## config.mk

```make
export PLATFORM = sky130hd
export DESIGN_NAME = mps_section_record_scanner_core
export DESIGN_NICKNAME = d
export VERILOG_FILES = /design/src/design/mps_scan_pkg.sv /design/src/design/mps_section_record_scanner_core.sv
export SDC_FILE = /design/constraint.sdc
export NUM_CORES = 1
export LEC_CHECK = 0
export ABC_AREA = 1
export BUFFER_PORTS_ARGS = -buffer_cell sky130_fd_sc_hd__buf_2
export CAP_MARGIN = 20
export CORE_MARGIN = 2
export CORE_UTILIZATION = 37
export CTS_BUF_LIST = sky130_fd_sc_hd__clkbuf_16
export CTS_CLUSTER_SIZE = 30
export DETAILED_ROUTE_END_ITERATION = 6
export SYNTH_ARGS = -nofsm -noshare
export SYNTH_HDL_FRONTEND = slang
export SYNTH_SLANG_ARGS = --single-unit
```

## constraint.sdc

```tcl
create_clock -name clk -period 5.55 [get_ports clk]
set_input_delay 0.8325 -clock clk [delete_from_list [all_inputs] [get_ports clk]]
set_output_delay 0.8325 -clock clk [all_outputs]
set_load 0.05 [all_outputs]
```

## src/design/mps_scan_pkg.sv

```systemverilog
// Package with keyword tables, code constants and widths for the MPS section record scanner.
`default_nettype none

package mps_scan_pkg;

  localparam int OFFSET_WIDTH_DEF = 32;
  localparam int LINE_OFS_W       = 32;

  localparam int KW_COUNT    = 12;
  localparam int KW_SECTIONS = 9;

  // Result classes.
  localparam logic [1:0] CLS_SECTION = 2'd0;
  localparam logic [1:0] CLS_HEADER  = 2'd1;
  localparam logic [1:0] CLS_INVALID = 2'd2;

  // Section kinds.
  localparam logic [3:0] KIND_ROWS     = 4'd0;
  localparam logic [3:0] KIND_COLUMNS  = 4'd1;
  localparam logic [3:0] KIND_RHS      = 4'd2;
  localparam logic [3:0] KIND_BOUNDS   = 4'd3;
  localparam logic [3:0] KIND_RANGES   = 4'd4;
  localparam logic [3:0] KIND_QUADOBJ  = 4'd5;
  localparam logic [3:0] KIND_QMATRIX  = 4'd6;
  localparam logic [3:0] KIND_QCMATRIX = 4'd7;
  localparam logic [3:0] KIND_ENDATA   = 4'd8;

  // Matched keyword codes: none, section kind plus one, or header base plus offset.
  localparam logic [3:0] MK_NONE     = 4'd0;
  localparam logic [3:0] MK_SEC_LAST = 4'd9;
  localparam logic [3:0] MK_HDR_BASE = 4'd10;
  localparam logic [3:0] MK_LAST     = 4'd12;

  localparam logic [3:0] COL_MAX = 4'd15;

  // Special bytes.
  localparam logic [7:0] CH_LF    = 8'h0A;
  localparam logic [7:0] CH_TAB   = 8'h09;
  localparam logic [7:0] CH_CR    = 8'h0D;
  localparam logic [7:0] CH_SPACE = 8'h20;
  localparam logic [7:0] CH_STAR  = 8'h2A;
  localparam logic [7:0] CH_DOLL  = 8'h24;

  // Keyword text, left aligned: character i sits in bits [63-8i -: 8].
  localparam logic [63:0] KW_TEXT [KW_COUNT] = '{
    {"ROWS", 32'h0},
    {"COLUMNS", 8'h0},
    {"RHS", 40'h0},
    {"BOUNDS", 16'h0},
    {"RANGES", 16'h0},
    {"QUADOBJ", 8'h0},
    {"QMATRIX", 8'h0},
    "QCMATRIX",
    {"ENDATA", 16'h0},
    {"NAME", 32'h0},
    "OBJSENSE",
    {"OBJNAME", 8'h0}
  };

  localparam logic [3:0] KW_LEN [KW_COUNT] = '{
    4'd4, 4'd7, 4'd3, 4'd6, 4'd6, 4'd7, 4'd7, 4'd8, 4'd6, 4'd4, 4'd8, 4'd7
  };

  function automatic logic [7:0] kw_char(input int k, input logic [2:0] idx);
    logic [63:0] txt;
    txt = KW_TEXT[k];
    return txt[63 - 8 * int'(idx) -: 8];
  endfunction

endpackage

`default_nettype wire

```

## src/design/mps_section_record_scanner_core.sv

```systemverilog
// Top level of the MPS section record scanner: byte register, line classifier, result register.
`default_nettype none

// The scanner takes the text of an MPS file one byte per transfer and reports
// every candidate indicator line (first byte above 0x20 and not '*' or '$')
// when that line ends at a newline or at the byte flagged by end_of_data.
// Each report carries the class (section, header or invalid record), the
// section kind, the offset of the line's first byte (clipped to 32 bits) and
// whether this section kind is reported for the first time in the file.
// Throughput is one byte per clock: an accepted byte sits in an input
// register, a single pass of keyword compare logic updates the line state,
// and a result lands in the output register. The input side is stalled
// only when the output register holds a result that has not been taken and
// the registered byte would produce another one; bytes that close no line
// keep flowing. The transfer that carries end_of_data starts a new file:
// offsets restart at zero and no section counts as seen.
module mps_section_record_scanner_core
  import mps_scan_pkg::*;
#(
  parameter int OFFSET_WIDTH = OFFSET_WIDTH_DEF
) (
  input  wire logic                  clk,
  input  wire logic                  rst_n,
  input  wire logic                  in_valid,
  output      logic                  in_stall,
  input  wire logic [7:0]            in_data_byte,
  input  wire logic                  in_end_of_data,
  output      logic                  out_valid,
  input  wire logic                  out_stall,
  output      logic [1:0]            out_match_class,
  output      logic [3:0]            out_section_kind,
  output      logic [LINE_OFS_W-1:0] out_line_offset,
  output      logic                  out_first_occurrence
);

  // Input register.
  logic       s1_valid_r;
  logic [7:0] s1_byte_r;
  logic       s1_eod_r;

  // Scanner state.
  logic [OFFSET_WIDTH-1:0] byte_pos_r, byte_pos_nxt;
  logic                    after_nl_r, after_nl_nxt;
  logic                    line_mode_r, line_mode_nxt;
  logic [OFFSET_WIDTH-1:0] rec_start_r, rec_start_nxt;
  logic [3:0]              col_r, col_nxt;
  logic [KW_COUNT-1:0]     alive_r, alive_nxt;
  logic [3:0]              mk_r, mk_nxt;
  logic                    tail_r, tail_nxt;
  logic [KW_SECTIONS-1:0]  seen_r, seen_nxt;

  // Output register.
  logic                  out_valid_r;
  logic [1:0]            out_cls_r;
  logic [3:0]            out_kind_r;
  logic [LINE_OFS_W-1:0] out_ofs_r;
  logic                  out_first_r;

  // Classifier results.
  logic                  has_result;
  logic [1:0]            res_cls;
  logic [3:0]            res_kind;
  logic                  res_first;
  logic [LINE_OFS_W-1:0] rs_clip;
  logic                  advance;

  // Working values.
  logic                    start;
  logic                    lm_w;
  logic [OFFSET_WIDTH-1:0] rs_w;
  logic [3:0]              cc_w;
  logic [KW_COUNT-1:0]     alive_w;
  logic [3:0]              mk_w;
  logic                    tail_w;
  logic                    blank;
  logic                    header;
  logic                    sect_ok;
  logic [3:0]              sk;

  assign blank = (s1_byte_r == CH_SPACE) || (s1_byte_r == CH_TAB) || (s1_byte_r == CH_CR);
  assign start = !line_mode_r && after_nl_r && (s1_byte_r > CH_SPACE) &&
                 (s1_byte_r != CH_STAR) && (s1_byte_r != CH_DOLL);

  // Clip the record offset to the 32-bit result field.
  generate
    if (OFFSET_WIDTH > LINE_OFS_W) begin : g_clip
      assign rs_clip = (|rs_w[OFFSET_WIDTH-1:LINE_OFS_W]) ? '1 : rs_w[LINE_OFS_W-1:0];
    end else begin : g_ext
      assign rs_clip = LINE_OFS_W'(rs_w);
    end
  endgenerate

  always_comb begin
    // A candidate line opens with fresh match state.
    lm_w    = line_mode_r | start;
    rs_w    = start ? byte_pos_r : rec_start_r;
    cc_w    = start ? 4'd0 : col_r;
    alive_w = start ? '1 : alive_r;
    mk_w    = start ? MK_NONE : mk_r;
    tail_w  = start ? 1'b0 : tail_r;

    has_result = 1'b0;
    line_mode_nxt = lm_w;
    col_nxt = cc_w;

    // Consume the byte unless it is the newline that closes the line.
    if (lm_w && (s1_byte_r != CH_LF)) begin
      if ((mk_w != MK_NONE) && (mk_w <= MK_SEC_LAST) && !blank) begin
        tail_w = 1'b1;
      end
      for (int k = 0; k < KW_COUNT; k++) begin
        if (alive_w[k]) begin
          if (cc_w < KW_LEN[k]) begin
            if (s1_byte_r != kw_char(k, cc_w[2:0])) begin
              alive_w[k] = 1'b0;
            end else if ((cc_w == KW_LEN[k] - 4'd1) && (k < KW_SECTIONS)) begin
              mk_w       = 4'(k + 1);
              tail_w     = 1'b0;
              alive_w[k] = 1'b0;
            end
          end else begin
            if ((cc_w == KW_LEN[k]) && (s1_byte_r <= CH_SPACE) && (k >= KW_SECTIONS)) begin
              mk_w = MK_HDR_BASE + 4'(k - KW_SECTIONS);
            end
            alive_w[k] = 1'b0;
          end
        end
      end
      col_nxt = (cc_w < COL_MAX) ? cc_w + 4'd1 : COL_MAX;
    end

    // Line classification.
    header = (mk_w >= MK_HDR_BASE);
    for (int k = KW_SECTIONS; k < KW_COUNT; k++) begin
      if (alive_w[k] && (col_nxt == KW_LEN[k])) begin
        header = 1'b1;
      end
    end
    sk = mk_w - 4'd1;
    sect_ok = 1'b0;
    if ((mk_w != MK_NONE) && (mk_w <= MK_SEC_LAST)) begin
      sect_ok = (sk == KIND_QCMATRIX) ? tail_w : !tail_w;
    end

    res_cls   = CLS_INVALID;
    res_kind  = KIND_ROWS;
    res_first = 1'b0;
    seen_nxt  = seen_r;
    if (lm_w && ((s1_byte_r == CH_LF) || s1_eod_r)) begin
      has_result    = 1'b1;
      line_mode_nxt = 1'b0;
      if (header) begin
        res_cls = CLS_HEADER;
      end else if (sect_ok) begin
        res_cls   = CLS_SECTION;
        res_kind  = sk;
        res_first = !seen_r[sk];
        seen_nxt[sk] = 1'b1;
      end
    end

    rec_start_nxt = rs_w;
    alive_nxt     = alive_w;
    mk_nxt        = mk_w;
    tail_nxt      = tail_w;
    after_nl_nxt  = (s1_byte_r == CH_LF);
    byte_pos_nxt  = (&byte_pos_r) ? byte_pos_r : byte_pos_r + 1'b1;

    // End of data closes the file and restores the reset state.
    if (s1_eod_r) begin
      byte_pos_nxt  = '0;
      after_nl_nxt  = 1'b1;
      line_mode_nxt = 1'b0;
      rec_start_nxt = '0;
      col_nxt       = 4'd0;
      alive_nxt     = '0;
      mk_nxt        = MK_NONE;
      tail_nxt      = 1'b0;
      seen_nxt      = '0;
    end
  end

  assign advance  = s1_valid_r && (!has_result || !out_valid_r || !out_stall);
  assign in_stall = s1_valid_r && !advance;

  always_ff @(posedge clk) begin
    if (!rst_n) begin
      s1_valid_r <= 1'b0;
    end else if (!in_stall) begin
      s1_valid_r <= in_valid;
    end
  end

  always_ff @(posedge clk) begin
    if (in_valid && !in_stall) begin
      s1_byte_r <= in_data_byte;
      s1_eod_r  <= in_end_of_data;
    end
  end

  always_ff @(posedge clk) begin
    if (!rst_n) begin
      byte_pos_r  <= '0;
      after_nl_r  <= 1'b1;
      line_mode_r <= 1'b0;
      rec_start_r <= '0;
      col_r       <= 4'd0;
      alive_r     <= '0;
      mk_r        <= MK_NONE;
      tail_r      <= 1'b0;
      seen_r      <= '0;
    end else if (advance) begin
      byte_pos_r  <= byte_pos_nxt;
      after_nl_r  <= after_nl_nxt;
      line_mode_r <= line_mode_nxt;
      rec_start_r <= rec_start_nxt;
      col_r       <= col_nxt;
      alive_r     <= alive_nxt;
      mk_r        <= mk_nxt;
      tail_r      <= tail_nxt;
      seen_r      <= seen_nxt;
    end
  end

  always_ff @(posedge clk) begin
    if (!rst_n) begin
      out_valid_r <= 1'b0;
    end else if (advance && has_result) begin
      out_valid_r <= 1'b1;
    end else if (!out_stall) begin
      out_valid_r <= 1'b0;
    end
  end

  always_ff @(posedge clk) begin
    if (advance && has_result) begin
      out_cls_r   <= res_cls;
      out_kind_r  <= res_kind;
      out_ofs_r   <= rs_clip;
      out_first_r <= res_first;
    end
  end

  assign out_valid            = out_valid_r;
  assign out_match_class      = out_cls_r;
  assign out_section_kind     = out_kind_r;
  assign out_line_offset      = out_ofs_r;
  assign out_first_occurrence = out_first_r;

  // Headers and invalid records carry a zero kind and no first-hit flag.
  a_non_section_fields: assert property (@(posedge clk) disable iff (!rst_n)
    out_valid_r && (out_cls_r != CLS_SECTION) |-> (out_kind_r == KIND_ROWS) && !out_first_r)
    else $error("non-section result with kind or first flag set");

  // The end-of-data byte restarts offsets and forgets seen sections.
  a_eod_restart: assert property (@(posedge clk) disable iff (!rst_n)
    advance && s1_eod_r |=> (byte_pos_r == '0) && (seen_r == '0) && !line_mode_r)
    else $error("state not restored after end of data");

  // The matched keyword code stays within the defined codes.
  a_mk_range: assert property (@(posedge clk) disable iff (!rst_n)
    mk_r <= MK_LAST)
    else $error("matched keyword code out of range");

  // A result never overwrites one that is still waiting.
  a_no_overwrite: assert property (@(posedge clk) disable iff (!rst_n)
    out_valid_r && out_stall |-> !(advance && has_result))
    else $error("pending result overwritten");

endmodule

`default_nettype wire
```

==> summary by stage, run 1 <==
Clock tree
The total number of H-tree levels is 4. In this run, post-CTS repair resized a total of 0 instances. TritonCTS built the clock tree. The post-CTS setup-driven buffer insertion count is 0. After clock tree synthesis, the clock-pin slew on the worst setup and hold paths is 0.07 ns. The clock tree root buffer cell is clkbuf_16. The clock buffer count from CTS is 17. The total of hold buffers inserted after clock tree synthesis is 0. The buffer depth of the longest clock path is 2. The clock latency of the later-clocked register in the worst-skew pair is 0.43 ns.

Counting every sink on the clock net gives 146.

Floorplanning
In this run the vertical extent of the chip is 154 um. The initialized floorplan defines 54 standard-cell rows. For this configuration, the core starts out at a cell density of roughly two fifths. The placeable core region is 22000 sq um. The number of I/O pins is 54. The die is 154 um wide. The overall die area is around 24000 sq um.

Finish
In the final design database the tool counted between 1000 and 1500 nets. The number of inserted diodes is 0. The area added between synthesis and finish is 13.8%. The most frequent standard cell in the layout excluding fill and tap cells is nand2_1.

In the layout the commonest cells are nand2_1, inv_1, nor2_1, a21oi_1, dfxtp_1. Cells with a size suffix above 1 make up 12.4% of the layout. The cell area after layout is around 9500 sq um.

STA
Setup repair after global routing left no endpoint under its margin. The final critical path takes up between 80% and 90% of the cycle. The final max-slew violation count came to 0. The worst-case clock skew is 0.0123 ns. The final number of setup-violating endpoints is 0. The slew of the pin with the lowest slew margin is 1.07 ns. After layout, the minimum clock period comes to approximately 5 ns. The final hold violation count is 0.

In the final timing run, aggregate negative setup slack is 0 ns. The worst pin sits at a relative slew slack of 28.8%. The highest attainable clock frequency is roughly 200 MHz.

Job
Across the run, the number of max-cap violations was 0.

Setup path
The most numerous cell on the critical path is nand2_1. STA classifies the critical path startpoint as a flop. The kind of critical path is flop to flop. The stage delay of the slowest cell on the critical path is roughly 0.59 ns.

The cell with the largest stage delay on the worst path is edfxtp_1. For the worst setup path, the data required time is around 5.7 ns. The arrival time at the worst endpoint is 5.10 ns. The worst setup path is captured at a flop. The maximum fanout along the worst path is 30.

Logic synthesis
The share of async-settable or async-resettable flops after synthesis is 0%. The synthesized design contains roughly 150 register bits. After technology mapping, the gate count stands at ~1200. When the netlist entered floorplanning its net count stood at around 1200. The number of warnings printed during yosys synthesis is 0.

The netlist uses 48 different library cells. The synthesized netlist occupies a cell area of 8340 sq um. The proportion of synthesized chip area in sequential cells is 40.8%. In this run, synthesis inferred 48 flip-flops with an integrated enable. The main flop type after synthesis is dfxtp_1.

The average size of a mapped cell is approximately 7.0 sq um.

Global routing
The number of global-route vias before repair is ~8000. For this run, the total global-route usage over all layers was measured as a little over a fifth. The number of antenna violations at the first check in global routing is 0. Entering global routing, the biggest net connects 56 pins. The first global-routing pass estimated 40.1 mm of wire. The residual overflow from global routing is 0.

Detailed routing
The overall via count from detail_route is 7936. The first routing iteration left slightly above 700 violations. The number of routed nets with antenna violations is 0. The residual DRC count is 0. The number of optimization iterations in the first detailed-route pass is 5. Wires add up to 24.3 mm. Dividing the detail-routed wire length by the instance count gives approximately 16 um. The number of vias per cell after detailed routing is 5.19.

Run status
The run finished with clean final reports.

Power
The power density over the cells is about 280 nW/um^2. Summed over all cells, the static leakage comes to ~3.9 nW. IR analysis of the VDD net gives a maximum drop of about 210 uV.

Place
The final weighted congestion in routability-driven placement is 0.992. After legalization and detailed placement, the total HPWL measured between 15 and 20 mm. In this run the cell area measured after placement is roughly 8900 sq um.

The number of buffer cells added on primary ports is 53.

Worst hold path
The class of the most critical hold timing path is flop to flop.
-- worst paths after layout --
path,from,end,slack (ns),depth (start not counted)
max,s1_byte_r[1],out_first_occurrence,0.63,32
min,seen_r[1],seen_r[1],0.46,2
max reg2reg,s1_byte_r[1],out_first_occurrence,0.63,32
min reg2reg,seen_r[1],seen_r[1],0.46,2
-- flip-flops by register name (all words and copies together), names as in the netlist --
| register | flops |
|---|---|
| byte_pos_r | 32 |
| mk_r | 4 |
| tail_r | 1 |
| rec_start_r | 32 |
| line_mode_r | 1 |
| alive_r | 12 |
| out_first_occurrence | 1 |
| out_match_class | 2 |
| out_valid | 1 |
| seen_r | 9 |
| out_section_kind | 4 |
| out_line_offset | 32 |
| s1_eod_r | 1 |
| after_nl_r | 1 |
| col_r | 4 |
| s1_valid_r | 1 |
| s1_byte_r | 8 |
-- critical path, delay by kind of cell (launching register included) --
kind | cells | cell delay [ns]
XOR/XNOR | 2 | 0.44
AO/OA/AOI/OAI | 2 | 0.24
AND/OR/NAND/NOR | 21 | 1.96
buffers and inverters | 5 | 0.95
flip-flops | 1 | 0.59
adder cells (fa/ha/maj) | 2 | 0.52
-- cell families (layout without fill, tap and decap cells) --
logic type | count (synthesis) | count (layout) | synth area share, %
AOI/OAI and AO/OA | 200 | 200 | 13.2
xor gates and xnor gates | 19 | 19 | 1.99
adders and majority gates | 18 | 18 | 2.70
buffers and inverters | 169 | 233 | 8.13
DFF | 146 | 146 | 40.8
and+or+nand+nor | 632 | 632 | 33.2
-- area by class of cell --
cell class                      instances  area, sq um
Multi-Input combinational cell        869         4270
Timing Repair Buffer                   73          415
Clock inverter                         15          140
Fill cell                            2207        12500
Clock buffer                           17          425
Sequential cell                       146         3400
Inverter                              128          483
Tap cell                              280          350
-- power breakdown --
part	leakage (nW)	internal, W	switching, W
clock network	0.269	0.000592	0.000510
logic	2.38	0.0000994	0.000284
registers	1.22	0.00112	0.0000156
-- metal layers --
layer  track usage [%]  vias up  share of wire (%)
li1                  -     3988                  -
met1              26.6     3656                 44
met2              35.9      238                 48
met3              3.14       54                5.0
met4              9.21        0                3.1
met5                 0        -                  0
-- through the flow --
step / power (W) / instances / util (%) / setup WS (ns) / hold slack, ns
after floorplan: 0.00144 / 1184 / - / 1.33 / 0.427
after global placement: 0.00154 / 1496 / 40.6 / 0.772 / 0.440
after detailed placement: 0.00154 / 1496 / 40.6 / 0.724 / 0.441
after CTS: 0.00265 / 1528 / 43.2 / 0.708 / 0.459
after global routing: 0.00273 / 1528 / 43.2 / 0.0891 / 0.468
final: 0.00262 / 1528 / 43.2 / 0.627 / 0.458
-- Yosys cell counts, types with 8 or more instances --
cell,n,area (sq um)
nand2_2,8,50.1
nand2_1,335,1260
nor2_2,12,75.1
a21oi_1,98,490
inv_2,9,33.8
o21ai_0,64,320
nor2_1,115,432
inv_1,117,439
xor2_1,17,149
nand4_1,20,125
nor4_1,10,62.6
nand3_1,80,400
nor3_1,29,145
clkbuf_1,25,93.8
edfxtp_1,48,1440
ha_1,18,225
dfxtp_1,98,1960
Power figures use the tool's default switching activity.
==> run 2: changes to the inputs <==
ABC_AREA = unset   (was 1)
REMOVE_ABC_BUFFERS = 1   (was unset)
==> run 2 against run 1 <==
Sequential cell count unchanged. Clock power up 5%. First-iteration DRC count up 18%. Power down 0.10%. Synthesized cell count down 7.9%. Via count up 2.9%. Count of clock-buffer cells in the layout unchanged. Clock skew up 0.0017 ns. Utilization up 0.46 points. Register-to-register slack worse by 0.24 ns. Critical path type unchanged. Largest power group is now clock.
==> summary by stage, run 2 <==
Run status
Result of the run: completed (unchanged).

Setup path
The kind of end point of the critical path is a flop (unchanged). The required arrival time at the worst endpoint was 5.92 ns (was 5.73 ns). The kind of critical path is flop to flop (unchanged). The arrival time at the worst endpoint is 5.54 ns (was 5.10 ns). The kind of start point of the critical path is a flop (unchanged).

The maximum fanout along the worst path is 15 (was 30).

Global routing
The number of global-route vias before repair came to 7621 (was 7804). The first-pass GRT wire length came to 40.6 mm (was 40.1 mm). The largest net degree at the start of global routing is 52 (was 56). The residual overflow from global routing is 0 (unchanged).

The global router's overall resource usage came to 19.9% (was 21.1%). The number of antenna violations at the first check in global routing is 0 (unchanged).

Power
The sequential group share of total power is 43.4% (about the same). The power density over the cells came to 256 nW/um^2 (was 277 nW/um^2). The part of the total power dissipated in the clock network came to 43.7% (was 42.0%). The internal power summed over all cells is 0.00183 W (was 0.00182 W). The static leakage is 3.64 nW (was 3.86 nW). The combinational cell fraction of total power was 12.9% (was 14.6%). The switching fraction of total power is 30.3% (was 30.8%).

The power dissipated by switching net loads is 0.000795 W (was 0.000809 W). The worst voltage drop across the vdd grid is 202 uV (was 212 uV).

Clock tree
The clock sink count was 146 (unchanged). The clock transition time at the flip-flop clock pins of the worst setup and hold paths is 0.07 ns (about the same). The clock latency of the later-clocked register in the worst-skew pair came to 0.44 ns (was 0.43 ns). The clock tree root buffer cell is clkbuf_16 (unchanged). The buffer depth of the longest clock path is 2 (unchanged).

The total number of H-tree levels is 4 (unchanged). The total of hold buffers inserted after clock tree synthesis is 0 (unchanged). The clock buffer count from CTS was 17 (unchanged). The TritonCTS clock tree was yes (unchanged).

Floorplanning
The die outline width came to 159 um (was 154 um). The vertical die dimension is 159 um (was 154 um). The number of I/O pins was 54 (unchanged).

The placeable core region is 23500 sq um (was 22000 sq um). The number of rows created at floorplan came to 56 (was 54). The initial core utilization is 37.8% (was 38.0%). The overall die area came to 25200 sq um (was 23800 sq um).

Detailed routing
The number of optimization iterations in the first detailed-route pass came to 5 (unchanged). The number of routed nets with antenna violations is 0 (unchanged). The total wire length after detailed routing is 25.2 mm (was 24.3 mm).

The residual DRC count was 0 (unchanged). The starting DRC count in detailed routing is 836 (was 706). The number of vias per cell after detailed routing is 5.59 (was 5.19). The overall via count from detail_route is 8168 (was 7936). The average wire per standard cell is 17.3 um (was 15.9 um).

STA
The part of the cycle the worst path needs came to 93.0% (was 88.7%). The final sum of negative setup slack came to 0 ns (unchanged). Setup repair after global routing missed its margin: false (unchanged). The final critical-path setup slack is 0.387 ns (was 0.627 ns). The final number of setup-violating endpoints is 0 (unchanged).

The slew of the pin with the lowest slew margin is 0.865 ns (was 1.07 ns). The worst-case clock skew is 0.0140 ns (was 0.0123 ns). The headroom to the max-slew limit is 42.1% (was 28.8%). The final max-slew violation count is 0 (unchanged). The final hold violation count was 0 (unchanged). The highest attainable clock frequency is 194 MHz (was 203 MHz). The minimum clock period after layout is 5.16 ns (was 4.92 ns).

Finish
The final non-filler cell total came to 1462 (was 1528). The area added between synthesis and finish is 15.7% (was 13.8%). The multi-input gate area in the final layout is 5170 sq um (was 4270 sq um). The cell area after layout is 10300 sq um (was 9490 sq um). The fraction of final layout cells with drive strength greater than 1 came to 16.1% (was 12.4%). The sequential cell area is 3400 sq um (unchanged). The fraction of the core area covered by cells at the end of the flow was 43.7% (was 43.2%). Commonest cells after routing, fill and taps aside: nand2_1, dfxtp_1, nor2_1, o21ai_0, buf_2 (was nand2_1, inv_1, nor2_1, a21oi_1, dfxtp_1). The number of inserted diodes is 0 (unchanged).

The number of nets in the layout is 1161 (was 1266). The most frequent standard cell in the layout excluding fill and tap cells is nand2_1 (unchanged). The final-layout fill cell count is 2351 (was 2207).

Logic synthesis
The cell count after synthesis is 1090 (was 1184). The number of warnings printed during yosys synthesis came to 0 (unchanged). The most instantiated library cell after synthesis was nand2_1 (unchanged). The average size of a mapped cell is 8.13 sq um (was 7.05 sq um).

The share of async-settable or async-resettable flops after synthesis is 0% (unchanged). The post-synthesis cell type count is 91 (was 48). The portion of synthesized cell area occupied by the leading cell type is 22.1% (was 23.5%). The area of the mapped netlist was 8870 sq um (was 8340 sq um). Synth area leaders: dfxtp_1, edfxtp_1, nand2_1 (unchanged).

The number of synthesized flops with an enable pin is 48 (unchanged). The proportion of synthesized chip area in sequential cells is 38.4% (was 40.8%). The number of synthesized register bits is 146 (unchanged). Leading cell types by count after synthesis: nand2_1, dfxtp_1, nor2_1, o21ai_0, clkbuf_1 (was nand2_1, inv_1, nor2_1, a21oi_1, dfxtp_1).

The cell type with the largest total area after synthesis is dfxtp_1 (unchanged). The main flop type after synthesis is dfxtp_1 (unchanged).

Place
The post-place instance area is 9490 sq um (was 8930 sq um). The placed wire-length estimate after detailed placement is 17.1 mm (was 17.7 mm). The post-placement setup slack is 0.129 ns (was 0.724 ns).

The number of placed instances, taps included was 1424 (was 1496). The number of buffer cells added on primary ports is 53 (unchanged). The final weighted congestion in routability-driven placement is 0.909 (was 0.992).

Worst hold path
The class of the most critical hold timing path is flop to flop (unchanged).

Job
The number of maximum-capacitance constraint violations is 0 (unchanged).
==> run 2: worst paths after layout <==
| check | from | end | slack (ns) | cells after the start |
|---|---|---|---|---|
| hold reg to reg | seen_r[4] | seen_r[4] | 0.45 | 2 |
| hold / removal | seen_r[4] | seen_r[4] | 0.45 | 2 |
| setup / recovery | s1_byte_r[7] | seen_r[2] | 0.39 | 26 |
| setup reg to reg | s1_byte_r[7] | seen_r[2] | 0.39 | 26 |
==> run 2: through the flow <==
step                power, W  hold WS [ns]
floorplan            0.00137         0.422
global placement     0.00148         0.436
detailed placement   0.00148         0.440
CTS                  0.00263         0.450
global route         0.00272         0.478
finish               0.00262         0.455
==> run 2: kinds of logic (layout without fill, tap and decap cells) <==
family | after synthesis | after routing | synth area share, %
compound gates | 235 | 235 | 18.4
xor+xnor | 54 | 54 | 5.33
fa+ha+maj | 18 | 18 | 2.54
buf+inv | 92 | 145 | 4.53
flops | 146 | 146 | 38.4
mux | 9 | 9 | 1.33
simple gates | 536 | 536 | 29.5
==> run 2: area by class of cell <==
cell class | instances | area share, %
clock buffer | 17 | 4.15
sequential | 146 | 33.2
inverter | 18 | 0.683
multi-input combinational | 852 | 50.4
timing repair buffer | 95 | 5.91
clock inverter | 15 | 1.74
tap | 319 | 3.89
==> run 2: what timing repair did <==
item,4_1_cts,5_1_grt
gates resized for setup,0,26
setup endpoints to repair,0,15
buffers inserted,0,5
==> run 2: worst max-delay path, cell delays in order, from the launching register on <==
cell and delay (ns):
edfxtp_1 0.43, buf_4 0.20, nor3_4 0.20, nor2_1 0.09, nand2_2 0.14, nand2_4 0.11
ha_1 0.24, buf_4 0.20, or2_2 0.30, o22ai_1 0.18, nand3_1 0.14, a22oi_1 0.48
o211ai_1 0.23, nand3_1 0.13, nand4b_1 0.13, a21oi_2 0.18, inv_1 0.13, ha_1 0.26
nand3_1 0.08, nor3_1 0.05, nand4b_1 0.20, mux2i_1 0.18, nand2_1 0.13, o31ai_4 0.25
buf_4 0.19, nand3_4 0.11, o21ai_2 0.15
==> run 2: layer usage <==
layer / global-route usage (%) / part of all wire (%) / up-vias
met2: 30.8 / 45 / 330
met4: 7.71 / 2.5 / 0
met5: 0 / 0 / -
met1: 27.0 / 45 / 3835
li1: - / - / 3959
met3: 4.26 / 7.4 / 44
==> run 2: power by group through the flow <==
stage,Sequential [W],Combinational (W),Clock [W]
2_1_floorplan,0.00121,0.000160,0
3_3_place_gp,0.00116,0.000322,0
3_5_place_dp,0.00116,0.000323,0
4_1_cts,0.00114,0.000323,0.00117
5_1_grt,0.00114,0.000362,0.00122
6_report,0.00114,0.000338,0.00115
